### src/rtl/core/bmec_pkg.sv
// Package for the button mode entry controller: mode and event codes,
// item and result types, and the mode encoding. No dependencies.
package bmec_pkg;

  // Width of the wrapping tick arithmetic (16 to 32)
  localparam int unsigned TickBits = 32;

  localparam int unsigned NodeW  = 16;
  localparam int unsigned CfgW   = 16;
  localparam int unsigned CodeW  = 3;

  // Configuration register indexes
  localparam logic CfgHoldTicks     = 1'b0;
  localparam logic CfgDebounceTicks = 1'b1;

  localparam logic [CfgW-1:0] HoldReset     = 16'd4000;
  localparam logic [CfgW-1:0] DebounceReset = 16'd250;

  typedef logic [TickBits-1:0] tick_t;

  // Event kinds
  typedef enum logic [2:0] {
    KindButton  = 3'd0,
    KindAssign  = 3'd1,
    KindLearnOn = 3'd2,
    KindLearnOff = 3'd3,
    KindRestore = 3'd4
  } kind_e;

  // Mode state, one-hot
  typedef enum logic [6:0] {
    ModeSimple       = 7'b0000001,
    ModeManaged      = 7'b0000010,
    ModePressed      = 7'b0000100,
    ModeFlashing     = 7'b0001000,
    ModeSetup        = 7'b0010000,
    ModePressedSetup = 7'b0100000,
    ModeLearn        = 7'b1000000
  } mode_e;

  // Mode codes as reported on the result
  localparam logic [CodeW-1:0] CodeSimple       = 3'd0;
  localparam logic [CodeW-1:0] CodeManaged      = 3'd1;
  localparam logic [CodeW-1:0] CodePressed      = 3'd2;
  localparam logic [CodeW-1:0] CodeFlashing     = 3'd3;
  localparam logic [CodeW-1:0] CodeSetup        = 3'd4;
  localparam logic [CodeW-1:0] CodePressedSetup = 3'd5;
  localparam logic [CodeW-1:0] CodeLearn        = 3'd6;

  typedef struct packed {
    logic [2:0]       kind;
    logic             button_down;
    logic [31:0]      now_tick;
    logic [NodeW-1:0] new_node;
    logic             stored_managed;
  } item_t;

  typedef struct packed {
    logic [CodeW-1:0] mode;
    logic             request_node;
    logic             release_node;
    logic             start_flash;
    logic             save_details;
    logic             led_update;
    logic             led_managed;
    logic [NodeW-1:0] node_out;
  } res_t;

  // One-hot mode to reported code
  function automatic logic [CodeW-1:0] mode_code(mode_e m);
    logic [CodeW-1:0] c;
    case (m)
      ModeSimple:       c = CodeSimple;
      ModeManaged:      c = CodeManaged;
      ModePressed:      c = CodePressed;
      ModeFlashing:     c = CodeFlashing;
      ModeSetup:        c = CodeSetup;
      ModePressedSetup: c = CodePressedSetup;
      ModeLearn:        c = CodeLearn;
      default:          c = CodeSimple;
    endcase
    return c;
  endfunction

endpackage

### src/rtl/core/bmec_in_reg.sv
// Input register stage of the button mode entry controller.
// Depends on bmec_pkg for the item type.
module bmec_in_reg (
  input  logic            clk_i,
  input  logic            rst_ni,
  input  logic            in_valid_i,
  output logic            in_stall_o,
  input  bmec_pkg::item_t item_i,
  input  logic            take_i,
  output logic            fire_o,
  output bmec_pkg::item_t item_o
);
  import bmec_pkg::*;

  logic  valid_q, valid_d;
  item_t item_q;
  logic  load;

  // Item moves on when the result stage can take it
  assign fire_o     = valid_q & take_i;
  assign in_stall_o = valid_q & ~take_i;
  assign load       = in_valid_i & ~in_stall_o;
  assign valid_d    = load | (valid_q & ~take_i);
  assign item_o     = item_q;

  always_ff @(posedge clk_i or negedge rst_ni) begin
    if (!rst_ni) begin
      valid_q <= 1'b0;
    end else begin
      valid_q <= valid_d;
    end
  end

  // Payload, no reset
  always_ff @(posedge clk_i) begin
    if (load) begin
      item_q <= item_i;
    end
  end

endmodule

### src/rtl/core/bmec_step.sv
// Mode machine, node number, press timestamp and configuration registers.
// Depends on bmec_pkg. Produces the result of the item in the input register.
module bmec_step (
  input  logic                        clk_i,
  input  logic                        rst_ni,
  input  logic                        cfg_we_i,
  input  logic                        cfg_idx_i,
  input  logic [bmec_pkg::CfgW-1:0]   cfg_data_i,
  input  logic                        fire_i,
  input  bmec_pkg::item_t             item_i,
  output bmec_pkg::res_t              res_o
);
  import bmec_pkg::*;

  mode_e            mode_q, mode_d;
  mode_e            prior_q, prior_d;
  tick_t            press_q, press_d;
  logic [NodeW-1:0] node_q, node_d;
  logic [CfgW-1:0]  hold_q, debounce_q;

  tick_t now;
  tick_t elapsed;
  logic  hold_hit, bounce_hit;
  logic  req, rel, flash, save, led_upd, led_val;

  // Wrapping elapsed time since the last press
  assign now        = tick_t'(item_i.now_tick);
  assign elapsed    = now - press_q;
  assign hold_hit   = elapsed > tick_t'(hold_q);
  assign bounce_hit = elapsed > tick_t'(debounce_q);

  // Next state and action flags
  always_comb begin
    mode_d  = mode_q;
    prior_d = prior_q;
    press_d = press_q;
    node_d  = node_q;
    req     = 1'b0;
    rel     = 1'b0;
    flash   = 1'b0;
    save    = 1'b0;
    led_upd = 1'b0;
    led_val = 1'b0;
    case (kind_e'(item_i.kind))
      KindButton: begin
        case (mode_q)
          ModeSimple, ModeManaged: begin
            if (item_i.button_down) begin
              prior_d = mode_q;
              mode_d  = ModePressed;
              press_d = now;
            end
          end
          ModePressed: begin
            if (item_i.button_down) begin
              if (hold_hit) begin
                mode_d = ModeFlashing;
                flash  = 1'b1;
              end
            end else if (prior_q == ModeManaged && bounce_hit) begin
              // short press on a managed node
              mode_d = ModeSetup;
              flash  = 1'b1;
              req    = 1'b1;
            end else begin
              mode_d = prior_q;
            end
          end
          ModeFlashing: begin
            if (!item_i.button_down) begin
              if (prior_q == ModeSimple) begin
                mode_d = ModeSetup;
                req    = 1'b1;
              end else begin
                // managed node gives its number back
                mode_d  = ModeSimple;
                rel     = 1'b1;
                led_upd = 1'b1;
                node_d  = '0;
                save    = 1'b1;
              end
            end
          end
          ModeSetup: begin
            if (item_i.button_down) begin
              mode_d  = ModePressedSetup;
              press_d = now;
            end
          end
          ModePressedSetup: begin
            if (!item_i.button_down) begin
              if (bounce_hit) begin
                mode_d  = prior_q;
                led_upd = 1'b1;
                led_val = (prior_q == ModeManaged);
              end else begin
                mode_d = ModeSetup;
              end
            end
          end
          default: begin
          end
        endcase
      end
      KindAssign: begin
        if (mode_q == ModeSetup) begin
          node_d  = item_i.new_node;
          mode_d  = ModeManaged;
          save    = 1'b1;
          led_upd = 1'b1;
          led_val = 1'b1;
        end
      end
      KindLearnOn: begin
        if (mode_q == ModeManaged) begin
          mode_d = ModeLearn;
        end
      end
      KindLearnOff: begin
        if (mode_q == ModeLearn) begin
          mode_d = ModeManaged;
        end
      end
      KindRestore: begin
        mode_d  = item_i.stored_managed ? ModeManaged : ModeSimple;
        prior_d = item_i.stored_managed ? ModeManaged : ModeSimple;
        node_d  = item_i.new_node;
        led_upd = 1'b1;
        led_val = item_i.stored_managed;
      end
      default: begin
      end
    endcase
  end

  // Result of this item, reflecting the updated state
  always_comb begin
    res_o.mode         = mode_code(mode_d);
    res_o.request_node = req;
    res_o.release_node = rel;
    res_o.start_flash  = flash;
    res_o.save_details = save;
    res_o.led_update   = led_upd;
    res_o.led_managed  = led_val;
    res_o.node_out     = node_d;
  end

  // State registers, updated once per transfer
  always_ff @(posedge clk_i or negedge rst_ni) begin
    if (!rst_ni) begin
      mode_q  <= ModeSimple;
      prior_q <= ModeSimple;
      press_q <= '0;
      node_q  <= '0;
    end else if (fire_i) begin
      mode_q  <= mode_d;
      prior_q <= prior_d;
      press_q <= press_d;
      node_q  <= node_d;
    end
  end

  // Configuration registers
  always_ff @(posedge clk_i or negedge rst_ni) begin
    if (!rst_ni) begin
      hold_q     <= HoldReset;
      debounce_q <= DebounceReset;
    end else if (cfg_we_i) begin
      if (cfg_idx_i == CfgHoldTicks) begin
        hold_q <= cfg_data_i;
      end
      if (cfg_idx_i == CfgDebounceTicks) begin
        debounce_q <= cfg_data_i;
      end
    end
  end

  // Prior mode only ever records a settled mode
  a_prior_settled: assert property (@(posedge clk_i) disable iff (!rst_ni)
    prior_q == ModeSimple || prior_q == ModeManaged)
    else $error("prior mode is neither simple nor managed");

  // State holds when no item moves
  a_hold_idle: assert property (@(posedge clk_i) disable iff (!rst_ni)
    !fire_i |=> $stable(mode_q) && $stable(node_q) && $stable(press_q))
    else $error("state changed without a transfer");

  // Release reverts to simple with node cleared
  a_release: assert property (@(posedge clk_i) disable iff (!rst_ni)
    fire_i && rel |=> mode_q == ModeSimple && node_q == '0)
    else $error("release did not revert to simple");

  // Assignment in setup makes the node managed
  a_assign: assert property (@(posedge clk_i) disable iff (!rst_ni)
    fire_i && item_i.kind == KindAssign && mode_q == ModeSetup
    |=> mode_q == ModeManaged)
    else $error("assignment in setup not taken");

  // LED value only accompanies an LED update
  a_led: assert property (@(posedge clk_i) disable iff (!rst_ni)
    led_val |-> led_upd)
    else $error("LED value without update");

endmodule

### src/rtl/core/bmec_out_reg.sv
// Result register stage of the button mode entry controller.
// Depends on bmec_pkg for the result type.
module bmec_out_reg (
  input  logic           clk_i,
  input  logic           rst_ni,
  input  logic           fire_i,
  input  bmec_pkg::res_t res_i,
  output logic           ready_o,
  output logic           out_valid_o,
  input  logic           out_stall_i,
  output bmec_pkg::res_t res_o
);
  import bmec_pkg::*;

  logic valid_q, valid_d;
  res_t res_q;

  // Free when empty or when the held result transfers now
  assign ready_o     = ~valid_q | ~out_stall_i;
  assign valid_d     = fire_i | (valid_q & out_stall_i);
  assign out_valid_o = valid_q;
  assign res_o       = res_q;

  always_ff @(posedge clk_i or negedge rst_ni) begin
    if (!rst_ni) begin
      valid_q <= 1'b0;
    end else begin
      valid_q <= valid_d;
    end
  end

  // Payload, no reset
  always_ff @(posedge clk_i) begin
    if (fire_i) begin
      res_q <= res_i;
    end
  end

endmodule

### src/rtl/core/button_mode_entry_controller.sv
// Button mode entry controller, top level: input register, mode step logic
// and result register. Depends on bmec_pkg, bmec_in_reg, bmec_step, bmec_out_reg.
//
// Steps a node's operating mode (simple, managed, pressed, flashing, setup,
// pressed in setup, learn) from button samples, node number assignment, learn
// enter/leave and restore events, and returns one result per event: action
// flags, the current mode code and the node number. The block takes one event
// per clock cycle while in_stall_o is low; each event passes through the input
// register, where the mode update logic computes its result, and then into the
// result register, which holds the result until it transfers. Button hold and
// debounce times are wrapping tick differences compared strictly greater than
// hold_ticks and debounce_ticks. Configuration writes take effect on the next
// cycle; no clearing after reset.
module button_mode_entry_controller (
  input  logic                      clk_i,
  input  logic                      rst_ni,
  // configuration
  input  logic                      cfg_we_i,
  input  logic                      cfg_idx_i,
  input  logic [bmec_pkg::CfgW-1:0] cfg_data_i,
  // events
  input  logic                      in_valid_i,
  output logic                      in_stall_o,
  input  logic [2:0]                kind_i,
  input  logic                      button_down_i,
  input  logic [31:0]               now_tick_i,
  input  logic [bmec_pkg::NodeW-1:0] new_node_i,
  input  logic                      stored_managed_i,
  // results
  output logic                      out_valid_o,
  input  logic                      out_stall_i,
  output logic [bmec_pkg::CodeW-1:0] mode_o,
  output logic                      request_node_o,
  output logic                      release_node_o,
  output logic                      start_flash_o,
  output logic                      save_details_o,
  output logic                      led_update_o,
  output logic                      led_managed_o,
  output logic [bmec_pkg::NodeW-1:0] node_out_o
);
  import bmec_pkg::*;

  item_t item_in, item_q;
  res_t  res_d, res_q;
  logic  take, fire;

  assign item_in.kind           = kind_i;
  assign item_in.button_down    = button_down_i;
  assign item_in.now_tick       = now_tick_i;
  assign item_in.new_node       = new_node_i;
  assign item_in.stored_managed = stored_managed_i;

  bmec_in_reg u_in_reg (
    .clk_i      (clk_i),
    .rst_ni     (rst_ni),
    .in_valid_i (in_valid_i),
    .in_stall_o (in_stall_o),
    .item_i     (item_in),
    .take_i     (take),
    .fire_o     (fire),
    .item_o     (item_q)
  );

  bmec_step u_step (
    .clk_i      (clk_i),
    .rst_ni     (rst_ni),
    .cfg_we_i   (cfg_we_i),
    .cfg_idx_i  (cfg_idx_i),
    .cfg_data_i (cfg_data_i),
    .fire_i     (fire),
    .item_i     (item_q),
    .res_o      (res_d)
  );

  bmec_out_reg u_out_reg (
    .clk_i       (clk_i),
    .rst_ni      (rst_ni),
    .fire_i      (fire),
    .res_i       (res_d),
    .ready_o     (take),
    .out_valid_o (out_valid_o),
    .out_stall_i (out_stall_i),
    .res_o       (res_q)
  );

  assign mode_o         = res_q.mode;
  assign request_node_o = res_q.request_node;
  assign release_node_o = res_q.release_node;
  assign start_flash_o  = res_q.start_flash;
  assign save_details_o = res_q.save_details;
  assign led_update_o   = res_q.led_update;
  assign led_managed_o  = res_q.led_managed;
  assign node_out_o     = res_q.node_out;

endmodule
### config.mk
export PLATFORM = sky130hd
export DESIGN_NAME = button_mode_entry_controller
export DESIGN_NICKNAME = d
export VERILOG_FILES = /design/src/rtl/core/bmec_pkg.sv /design/src/rtl/core/bmec_in_reg.sv /design/src/rtl/core/bmec_step.sv /design/src/rtl/core/bmec_out_reg.sv /design/src/rtl/core/button_mode_entry_controller.sv
export SDC_FILE = /design/constraint.sdc
export NUM_CORES = 1
export LEC_CHECK = 0
export BUFFER_PORTS_ARGS = -buffer_cell sky130_fd_sc_hd__buf_2
export CAP_MARGIN = 20
export CORE_MARGIN = 2
export CORE_UTILIZATION = 42
export CTS_CLUSTER_SIZE = 28
export DETAILED_ROUTE_END_ITERATION = 7
export PLACE_DENSITY_LB_ADDON = 0.05
export RECOVER_POWER = 25
export SLEW_MARGIN = 10
export SYNTH_ARGS = -nofsm -noshare
export SYNTH_HDL_FRONTEND = slang
export SYNTH_HIERARCHICAL = 1
export SYNTH_SLANG_ARGS = --single-unit
### constraint.sdc
create_clock -name clk_i -period 6.8 [get_ports clk_i]
set_input_delay 0.68 -clock clk_i [delete_from_list [all_inputs] [get_ports clk_i]]
set_output_delay 0.68 -clock clk_i [all_outputs]
set_load 0.02 [all_outputs]
==> results by group <==
Final layout
  • Diodes inserted: 0
  • Multi-input gate area: ~4600 um^2
  • Register area: between 4000 and 5000 um^2
  • Final cell count without fillers: between 1000 and 1500
  • Layout Nets: around 1200
  • Fillers: ~2200
  • Layout area overhead: 13.9%
  • Final core utilization: approximately half
  • Share of post-route cells with drive strength above 1: 22.5%

CTS
  • Clock Sinks: ~170
  • Num CTS Buffers: 17
  • Postcts setup bufs: 0
  • Clock transition at path regs: roughly 0.09 ns
  • PostCTS Resize Cnt: 0
  • Root buffer cell: clkbuf_16
  • Cts hold-fix bufs: 0
  • Clk buf depth: 2
  • Worst skew pair latency: roughly 0.44 ns
  • H-Tree Depth: 4
  • CTS tree: built

Synthesis
  • Sequential share of the synthesized area: approximately half
  • Post-synth top flop: dfrtp_1
  • Synth area leader: edfxtp_1
  • Synthesized cell area: about 10000 um^2
  • Post-Syn Instances: a little over 900
  • Most common cell in the netlist: dfrtp_1
  • Top-area cell type share of the netlist area: between 20% and 30%
  • Yosys reg bits: 174
  • Synth top area cells: edfxtp_1, dfrtp_1, ha_1
  • EDFF count, synth: a little under 80
  • Syn_nets: about 1100
  • Syn Area/Cell: around 11 um^2
  • Yosys cell types: 78
  • YS warnings: 6
  • Post-synth top cells: dfrtp_1, inv_1, edfxtp_1, nand2_1, mux2_2
  • Async SR Flop Fraction: 55.2%

Worst setup path
  • Critical Path AT: between 5 and 6 ns
  • Worst-path fanout max: 9
  • CP Class: reg2reg
  • Startpoint types: register
  • Crit path capture type: register
  • Worst EP required: about 7.1 ns

Route
  • Total wire length: about 23000 um
  • DRC Markers: 0
  • Via density: between 5 and 6
  • Antenna viol nets, final: 0
  • Vias: roughly 7200
  • Pre-antenna DRT Iters: 5
  • WL/cell: 17.0 um
  • Starting DRT DRC Count: slightly below 500

STA
  • Worst slew pin tran: 1.72 ns
  • Final Setup Violations: 0
  • Minimum clock period: 5.08 ns
  • Count of pins over their slew limit: 33
  • Fmax: around 200 MHz
  • RSZ-0062 raised after global routing: no
  • Relative slew slack: -14.5%
  • Hold Vio Cnt, Final: 0
  • Setup TNS: 0 ns
  • Clk_skew: about 0.018 ns
  • Final Cycle Share: 74.7%

Global routing
  • Total track usage: approximately 19%
  • First-pass GRT wire length: about 38000 um
  • Antenna violations before repair: 0
  • Largest net degree at the start of global routing: 66
  • Most Crowded Layer GR: met2
  • GR Util met3: under 10%
  • Final global-route overflow total: 0
  • GRT met1 Usage: about 27%
  • Number of global-route vias before repair: a little over 7000
  • M2 GR Usage: 30.6%

Power
  • Power Total: 0.00340 W
  • Pwr/cell area: 302 nW/um^2
  • Worst vdd ir: approximately 0.00017 V
  • Leak pwr: ~4.8 nW

Run status
  • Failing checks: capacitance limit, slew limit
  • Status: finished, violations left

Floorplan
  • Die height: roughly 160 um
  • Starting density of the core: between 40 and 50%
  • Core area: 23300 um^2
  • Std cell rows: 56
  • Die Width: about 160 um
  • Io pins: 102
  • DIE AREA: between 20000 and 25000 um^2

Place
  • Gp weighted congestion: approximately 0.90
  • Port bufs: a little over 100
  • Placed Cells incl. Taps: between 1000 and 1500
  • DP HPWL: roughly 17000 um

Min path
  • Hold Crit Class: in2reg

Job
  • Max-cap viol count: 1
metal layers:
layer | vias up | wire length, um
met5 | - | 0
met4 | 0 | 383
met3 | 32 | 751
met2 | 161 | 10300
met1 | 3449 | 11400
li1 | 3572 | -
cells by family after synthesis:
logic type | after synthesis | share of synthesized area (%)
compound gates | 228 | 15.6
xor+xnor | 26 | 2.30
fa+ha+maj | 64 | 8.18
buf+inv | 127 | 5.19
flops | 174 | 48.2
mux | 70 | 7.95
simple gates | 244 | 12.6
layout make-up:
| cell class | instances | area share, % |
|---|---|---|
| Clock buffer | 17 | 3.78 |
| Clock inverter | 15 | 2.03 |
| Inverter | 80 | 2.67 |
| Multi-Input combinational cell | 632 | 40.9 |
| Sequential cell | 174 | 42.3 |
| Tap cell | 319 | 3.55 |
| Timing Repair Buffer | 106 | 4.72 |
cell usage in the layout (no fill, tap or decap), drive strengths merged, types with 13 or more instances in the layout:
cell    instances
buf            99
inv            90
dfrtp          82
edfxtp         78
nand2          67
mux2           65
ha             63
a21oi          61
nor2           49
o21ai          44
nor3           27
a21o           24
clkbuf         24
xnor2          20
nand4          20
a22o           16
nand3          15
dfstp          14
a31oi          13
registers in the layout (all words and copies together), names as in the netlist:
register               cells
u_in_reg/item_o           53
u_in_reg/valid_q           1
u_step/debounce_q         16
u_out_reg/out_valid_o      1
u_step/node_q             16
u_step/hold_q             16
u_out_reg/res_o           25
u_step/press_q            32
u_step/prior_q             7
u_step/mode_q              7
path summary, 6_finish.rpt:
check / from / endpoint / slack [ns] / cells past startpoint
setup / recovery: u_step/press_q[0] / u_out_reg/res_o[23] / 1.72 / 20
hold / removal: new_node_i[8] / u_in_reg/item_o[9] / 0.40 / 1
setup reg to reg: u_step/press_q[0] / u_out_reg/res_o[23] / 1.72 / 20
hold reg to reg: u_step/press_q[19] / u_step/press_q[19] / 0.51 / 1
max in group asynchronous: rst_ni / u_step/press_q[30] / 4.44 / 2
min in group asynchronous: rst_ni / u_step/debounce_q[12] / 0.68 / 1
worst max-delay path, cell delays in order, from the launching register on:
cell       delay (ns)
dfrtp_1          0.39
ha_1             0.20
fa_1             0.40
nand2b_1         0.18
a21oi_1          0.27
nor2_1           0.12
o21bai_1         0.26
a31oi_1          0.15
xnor2_1          0.26
ha_1             0.29
nor2b_1          0.13
o21ai_0          0.21
a21oi_1          0.12
nor3_1           0.22
o211ai_1         0.15
nor4_4           0.47
o31ai_1          0.16
a2bb2oi_1        0.45
xnor2_1          0.17
nand2_1          0.07
a211oi_1         0.24
stage by stage:
stage | hold WS, ns | instance area [um^2] | setup slack, ns
2_1_floorplan | 0.384 | 9880 | 2.56
3_3_place_gp | 0.472 | 10600 | 1.83
3_5_place_dp | 0.476 | 10600 | 1.76
4_1_cts | 0.168 | 11300 | 1.71
5_1_grt | 0.376 | 11300 | 1.23
6_report | 0.405 | 11300 | 1.72
where the power goes:
| part | switching, W | total, W | leakage (nW) | internal, W |
|---|---|---|---|---|
| clock | 0.000538 | 0.00106 | 0.316 | 0.000527 |
| combinational | 0.000535 | 0.000934 | 2.49 | 0.000399 |
| sequential | 0.000111 | 0.00140 | 1.97 | 0.00129 |
| total | 0.00118 | 0.00340 | 4.77 | 0.00222 |
No activity file was read; power rests on OpenSTA's default activity.
